**src/sv/hvd_pkg.sv**
```systemverilog
// Package for the haversine distance pipeline: types, constants and the arctangent table.
`timescale 1ns / 1ps
package hvd_pkg;

    typedef logic signed [30:0] t_lat;
    typedef logic signed [31:0] t_lon;
    typedef logic [24:0]        t_dist;

    localparam int CORDIC_STEPS = 30;
    localparam int ROOT_STEPS   = 31;
    // front end 4, rotation 30, products 6, roots 31, vectoring 30, scaling 1
    localparam int NSTAGE       = 102;

    localparam logic [33:0] CORDIC_K    = 34'd652032874;
    localparam logic [28:0] DEG7_MUL    = 29'd503056907;
    localparam logic [32:0] PI_Q30      = 33'd3373259426;
    localparam logic [32:0] HALF_PI_Q30 = 33'd1686629713;
    localparam logic [23:0] DIAMETER_M  = 24'd12742000;
    localparam logic signed [31:0] LAT_LIMIT = 32'sd900000000;
    localparam logic signed [31:0] LON_LIMIT = 32'sd1800000000;
    localparam logic [60:0] ONE_Q60     = 61'h1000_0000_0000_0000;

    localparam logic [29:0] ATAN_Q30 [CORDIC_STEPS] = '{
        30'd843314856, 30'd497837829, 30'd263043836, 30'd133525158, 30'd67021686,
        30'd33543515, 30'd16775850, 30'd8388437, 30'd4194282, 30'd2097149,
        30'd1048575, 30'd524287, 30'd262143, 30'd131071, 30'd65535,
        30'd32767, 30'd16383, 30'd8191, 30'd4095, 30'd2047,
        30'd1023, 30'd511, 30'd255, 30'd127, 30'd63,
        30'd31, 30'd15, 30'd7, 30'd3, 30'd1
    };

endpackage

```
**src/sv/hvd_sqrt.sv**
```systemverilog
// Pipelined floor square root of a 61-bit value, one result bit per stage.
`timescale 1ns / 1ps
module hvd_sqrt (
    input  logic        i_clk,
    input  logic        i_en,
    input  logic [60:0] i_val,
    output logic [30:0] o_root
);
    import hvd_pkg::*;

    logic [60:0] r_v [ROOT_STEPS-1];
    logic [60:0] r_r [ROOT_STEPS];

    for (genvar s = 0; s < ROOT_STEPS; s++) begin : g_step
        localparam logic [60:0] BIT = 61'd1 << (60 - 2 * s);
        logic [60:0] v_in;
        logic [60:0] r_in;
        logic [60:0] trial;
        logic        fits;
        if (s == 0) begin : g_first
            assign v_in = i_val;
            assign r_in = '0;
        end else begin : g_next
            assign v_in = r_v[s-1];
            assign r_in = r_r[s-1];
        end
        assign trial = r_in + BIT;
        assign fits  = (v_in >= trial);
        always_ff @(posedge i_clk) begin
            if (i_en) begin
                r_r[s] <= fits ? (r_in >> 1) + BIT : (r_in >> 1);
            end
        end
        if (s < ROOT_STEPS - 1) begin : g_v
            always_ff @(posedge i_clk) begin
                if (i_en) r_v[s] <= fits ? v_in - trial : v_in;
            end
        end
    end

    assign o_root = r_r[ROOT_STEPS-1][30:0];

endmodule
```
**config.mk**
```make
export PLATFORM = sky130hd
export DESIGN_NAME = hvd_sqrt
export DESIGN_NICKNAME = d
export VERILOG_FILES = /design/src/sv/hvd_pkg.sv /design/src/sv/hvd_sqrt.sv
export SDC_FILE = /design/constraint.sdc
export NUM_CORES = 2
export LEC_CHECK = 0
export BUFFER_PORTS_ARGS = -buffer_cell sky130_fd_sc_hd__buf_2
export CAP_MARGIN = 20
export CORE_MARGIN = 8
export CORE_UTILIZATION = 50
export DETAILED_ROUTE_END_ITERATION = 16
export PLACE_DENSITY_LB_ADDON = 0.1
export SYNTH_ARGS = -nofsm -noshare
export SYNTH_HDL_FRONTEND = slang
export SYNTH_SLANG_ARGS = --single-unit
```
**constraint.sdc**
```tcl
create_clock -name i_clk -period 4.4 [get_ports i_clk]
set_input_delay 0.44 -clock i_clk [delete_from_list [all_inputs] [get_ports i_clk]]
set_output_delay 0.44 -clock i_clk [all_outputs]
set_load 0.01 [all_outputs]
```
======== Word-level counts from Yosys, hierarchy flattened ========
Memory sizes are Yosys's and may differ from the RTL's.
Cells that the tools add are included.
storage, ports and cells
  flip-flop bits (word level) ............. 0
  bits in writable memories ............... 3721
  input bits .............................. 63
  output and inout port bits .............. 31
  memories ................................ 2
memory list
  name  depth  width  read ports  clocked after memory_dff  write ports  line            RTL
  r_r   31     61     31          0                         31           hvd_sqrt.sv:12  logic [60:0] r_r [ROOT_STEPS];
  r_v   30     61     30          0                         30           hvd_sqrt.sv:11  logic [60:0] r_v [ROOT_STEPS-1];
cells by class
  $add $sub $neg .......................... 90
  magnitude comparators ................... 31
  multiplexer cells ....................... 63
operators with widths
  cell                                                               count
  61-bit two-way mux                                                 61
  61-bit greater-or-equal comparator                                 30
  61-bit subtractor                                                  29
  60-bit by 1-bit adder with 61-bit output (second input constant)   1
  60-bit by 11-bit adder with 61-bit output (second input constant)  1
  60-bit by 13-bit adder with 61-bit output (second input constant)  1
  60-bit by 15-bit adder with 61-bit output (second input constant)  1
  60-bit by 17-bit adder with 61-bit output (second input constant)  1
  60-bit by 19-bit adder with 61-bit output (second input constant)  1
  60-bit by 21-bit adder with 61-bit output (second input constant)  1
  60-bit by 23-bit adder with 61-bit output (second input constant)  1
  60-bit by 25-bit adder with 61-bit output (second input constant)  1
  60-bit by 27-bit adder with 61-bit output (second input constant)  1
  60-bit by 29-bit adder with 61-bit output (second input constant)  1
  60-bit by 3-bit adder with 61-bit output (second input constant)   1
  60-bit by 31-bit adder with 61-bit output (second input constant)  1
  60-bit by 33-bit adder with 61-bit output (second input constant)  1
  60-bit by 35-bit adder with 61-bit output (second input constant)  1
  60-bit by 37-bit adder with 61-bit output (second input constant)  1
  60-bit by 39-bit adder with 61-bit output (second input constant)  1
  60-bit by 41-bit adder with 61-bit output (second input constant)  1
  60-bit by 43-bit adder with 61-bit output (second input constant)  1
  60-bit by 45-bit adder with 61-bit output (second input constant)  1
  60-bit by 47-bit adder with 61-bit output (second input constant)  1
  42 further kinds                                                   43

======== Longest topological paths before layout ========
An unclocked memory read counts as a cell.
  depth in word-level cells ............... 4
  gate-level depth with buffers ........... 14

======== Least setup slack after synthesis ========
OpenSTA, ideal clock, no wires.
  path kind ............................... register to register
  from .................................... mem r_v[25][29] (netlist: r_v[1][578])
  to ...................................... mem r_v[26][10] (netlist: r_v[1][620]), data pin
  library setup time ...................... 270 ps
  arrival time ............................ 3203 ps
  data required time ...................... 4130 ps
  setup slack ............................. 927 ps
  cell stages (with the launch flop) ...... 12
  path buffers ............................ 3
  clock period less this slack ............ 3473 ps
  cells stage by stage .................... edfxtp_1 -> ha_1 -> clkbuf_1 -> and4_1 -> nand3_1 -> or4_1 -> nor4_1 -> a211oi_1 -> o21ai_1 -> clkbuf_1 -> buf_1 -> a21oi_1
RTL lines
  item                line
  start: declaration  hvd_sqrt.sv:11

==> flow_summary.toml <==
[final_layout]
stdcell_count = 12500
area_delta_synth_final_pct = 12.2
multi_input_area_um2 = 38900
drive_above_1_share = 0.0827
n_fill_cell = 18300
nets = 9869
regArea_um2 = 69800
final_area_um2 = 125000

[setup_path]
arrival_ns = 4.66
worst-setup-path-type = "flip-flop to flip-flop"
slowest_stage = "o21a_1"
crit_fanout = 21
critPathLaunchType = "flip-flop"
r2r-end = "r_v[1][463]"
reg2reg_from = "r_v[1][382]"
r2r_setup_slack_ns = 0.33
cp_slowest_stage_delay_ns = 0.54
end_kind = "flip-flop"
path_buf_inv = 3
cp_cell_sequence = "ha_1, o21a_1, o21a_1, o2111ai_1, a2111oi_0, buf_4, o211ai_1, o21a_1, clkinvlp_4, buf_4, nor2_1, a21oi_1"
critPathTopFamily = "compound AO/OA/AOI/OAI gates"
crit_top_cell = "o21a_1"
cp_num_cells = 12
r2r_cells = 12
critPathRequiredTime_ns = 5.00

[sta]
finClkSkew_ns = 0.0820
tns_ns = 0
setup_slack_ns = 0.331
finalCritPeriodShare = 0.925
fmaxAchievable_mhz = 246
final_max_slew_viol_count = 0
holdWs_ns = 0.0732
layout_min_cycle_time_ns = 4.07
rsz0062_at_grt = "no"
worst_slew_pin_slew_ns = 1.08
finalSetupViolations = 0
relSlewSlack = 0.271
finalHoldViolCount = 0

[power]
p_sw_mw = 20.0
comb_power_share = 0.226
p_clk_frac = 0.306
p_per_area_nw_per_um2 = 525
swShare = 0.303
peakVddDrop_uv = 420
p_leak_nw = 47.3
p_int_mw = 46.0
p_seq_frac = 0.468

[grt]
grt_pass1_wl_um = 414000
first_global_vias = 69500
grt_max_degree = 128
antenna_found_initial = 15
overflow = 0
globalRouteTotalUtil = 0.221

[place]
detailed_place_hpwl_um = 204000
portBuffers = 93
place.gp.congestion = 0.892
place_inst = 12000
placed_area_um2 = 117000
dp_slack_ns = 0.144

[logic_synthesis]
synth.avg_cell_area_um2 = 12.5
synth.distinct_cells = 92
synthTopCellsByArea = "edfxtp_1, ha_1, xnor2_1"
yosysSeqAreaShare = 0.624
syn-num-nets = 9508
syn_area_um2 = 112000
synth_common_cells = "edfxtp_1, inv_1, nor2_1"
synthXorXnorAreaFrac = 0.0621
synth_most_common_cell = "edfxtp_1"
ys_ff_latch = 2326
ys_async_sr_fraction = 0
synth_top_family_by_area = "simple AND/OR/NAND/NOR gates"
synth-compound-area-share = 0.0965
muxShareOfSynthArea = 0.00986
synth-adder-area-share = 0.0585
netlist_instances = 8922
synthFlopType = "edfxtp_1"
netlist.area_leader.share = 0.624
yosysTopAreaCell = "edfxtp_1"
synth_edf_count = 2326
synth-simple-area-share = 0.120
yosysWarnings = 0

[floorplan]
fp.coreArea_um2 = 222000
fp.dieW_um = 489
io_pins = 94
rows = 173
start_util = 0.503
dieArea_um2 = 239000
dieHeight_um = 489

[clocking]
cts_tree = "done"
cts_buffer_depth = 3
clkTransAtPathRegs_ns = 0.06
post-cts-setup-buffer-count = 0
cts_buffers = 239
cts_sinks = 2326
clk_latency_ns = 0.90
htree_levels = 4
root_buffer = "clkbuf_16"

[hold_path]
hold_depth = 1
min_to = "r_v[0][785]"
worst_hold_startpoint = "i_en"
hp-class = "primary input to flip-flop"

[detailed_routing]
drtAntennaViolNets = 0
drt_iter0_markers = 6125
drtPass1Iterations = 6
vias = 71700
viasPerCell = 5.75
drc = 0
routed_wl_um = 270000
wl_per_cell_um = 21.6

[run_status]
status = "complete, no violations"

[job]
drv_cap = 0
-- worst max path at each step --
stage                     slack [ns]        start          end
after floorplan                 0.93  r_v[1][578]  r_v[1][620]
after global placement          0.19  r_r[1][579]  r_v[1][626]
after detailed placement        0.14  r_v[1][578]  r_v[1][622]
after CTS                       0.15  r_v[1][578]  r_v[1][622]
after global routing            0.07  r_v[1][382]  r_v[1][463]
final                           0.33  r_v[1][382]  r_v[1][463]
-- area by class of cell --
cell class / count / area share
Tap cell: 2975 / 0.0297
Sequential cell: 2326 / 0.557
Clock inverter: 175 / 0.0145
Inverter: 663 / 0.0199
Clock buffer: 275 / 0.0487
Antenna cell: 3 / 0.0000598
Timing Repair Buffer: 304 / 0.0207
Multi-Input combinational cell: 5749 / 0.310
-- routing by layer --
layer	track usage	share of wire
met1	0.311	0.45
met2	0.367	0.48
met3	0.0332	0.054
met4	0.0462	0.020
met5	0	0
-- power by group through the flow --
stage	Sequential, mW	Combinational, mW	Clock (mW)
floorplan	30.0	10.9	0
global placement	31.3	14.6	0
detailed placement	31.3	14.7	0
CTS	30.9	14.9	20.7
global route	31.1	16.5	21.5
finish	30.8	14.9	20.2
-- layout by cell type (no fill, tap or decap), drive strengths merged, types with 20 or more instances in the layout --
| cell | n |
|---|---|
| nor3b | 20 |
| nand4 | 167 |
| bufinv | 24 |
| o21bai | 51 |
| nor2b | 70 |
| nand4b | 27 |
| or3 | 84 |
| edfxtp | 2326 |
| o211ai | 39 |
| nor4b | 42 |
| o21a | 110 |
| mux2 | 91 |
| inv | 662 |
| nand2 | 509 |
| nand3b | 21 |
| xnor2 | 419 |
| or4 | 65 |
| nor3 | 248 |
| xor2 | 374 |
| o31ai | 38 |
| nor2 | 637 |
| clkbuf | 275 |
| or2 | 40 |
| and2 | 31 |
| nand2b | 81 |
| buf | 243 |
| a211oi | 58 |
| dlygate4sd3 | 61 |
| o21ai | 348 |
| clkinvlp | 22 |
| clkinv | 130 |
| nand3 | 156 |
| a31oi | 55 |
| a21o | 210 |
| and3 | 50 |
| ha | 523 |
| a21oi | 620 |
| nor4 | 325 |
-- repair_timing --
action | 4_1_cts | 5_1_grt
hold endpoints to repair | 61 | 0
hold buffers | 61 | 0
resized for setup | 0 | 5
endpoints found under the setup margin | 0 | 44
-- cell families (layout without fill, tap and decap cells) --
| logic type | after synthesis | count (layout) |
|---|---|---|
| and+or+nand+nor | 2609 | 2609 |
| DFF | 2326 | 2326 |
| AOI/OAI and AO/OA | 1726 | 1726 |
| buffers and inverters | 847 | 1417 |
| xor gates and xnor gates | 793 | 793 |
| adders and majority gates | 523 | 523 |
| muxes | 97 | 97 |
| other | 1 | 4 |
-- registers in the layout (all words and copies together), names as in the netlist --
signal  count
r_v      1830
r_r       496
-- worst reg2reg max path, delay by kind of cell (launching register included) --
kind	cells	cell delay (ns)
and+or+nand+nor	1	0.10
AOI/OAI and AO/OA	7	1.91
DFF	1	0.40
buffers and inverters	3	1.03
adders and majority gates	1	0.37
-- through the flow --
stage / utilization / power [mW]
after floorplan: - / 40.9
after global placement: 0.526 / 45.9
after detailed placement: 0.526 / 46.0
after CTS: 0.564 / 66.4
after global routing: 0.564 / 69.2
final: 0.565 / 65.9
(Power assumes the default switching activity.)
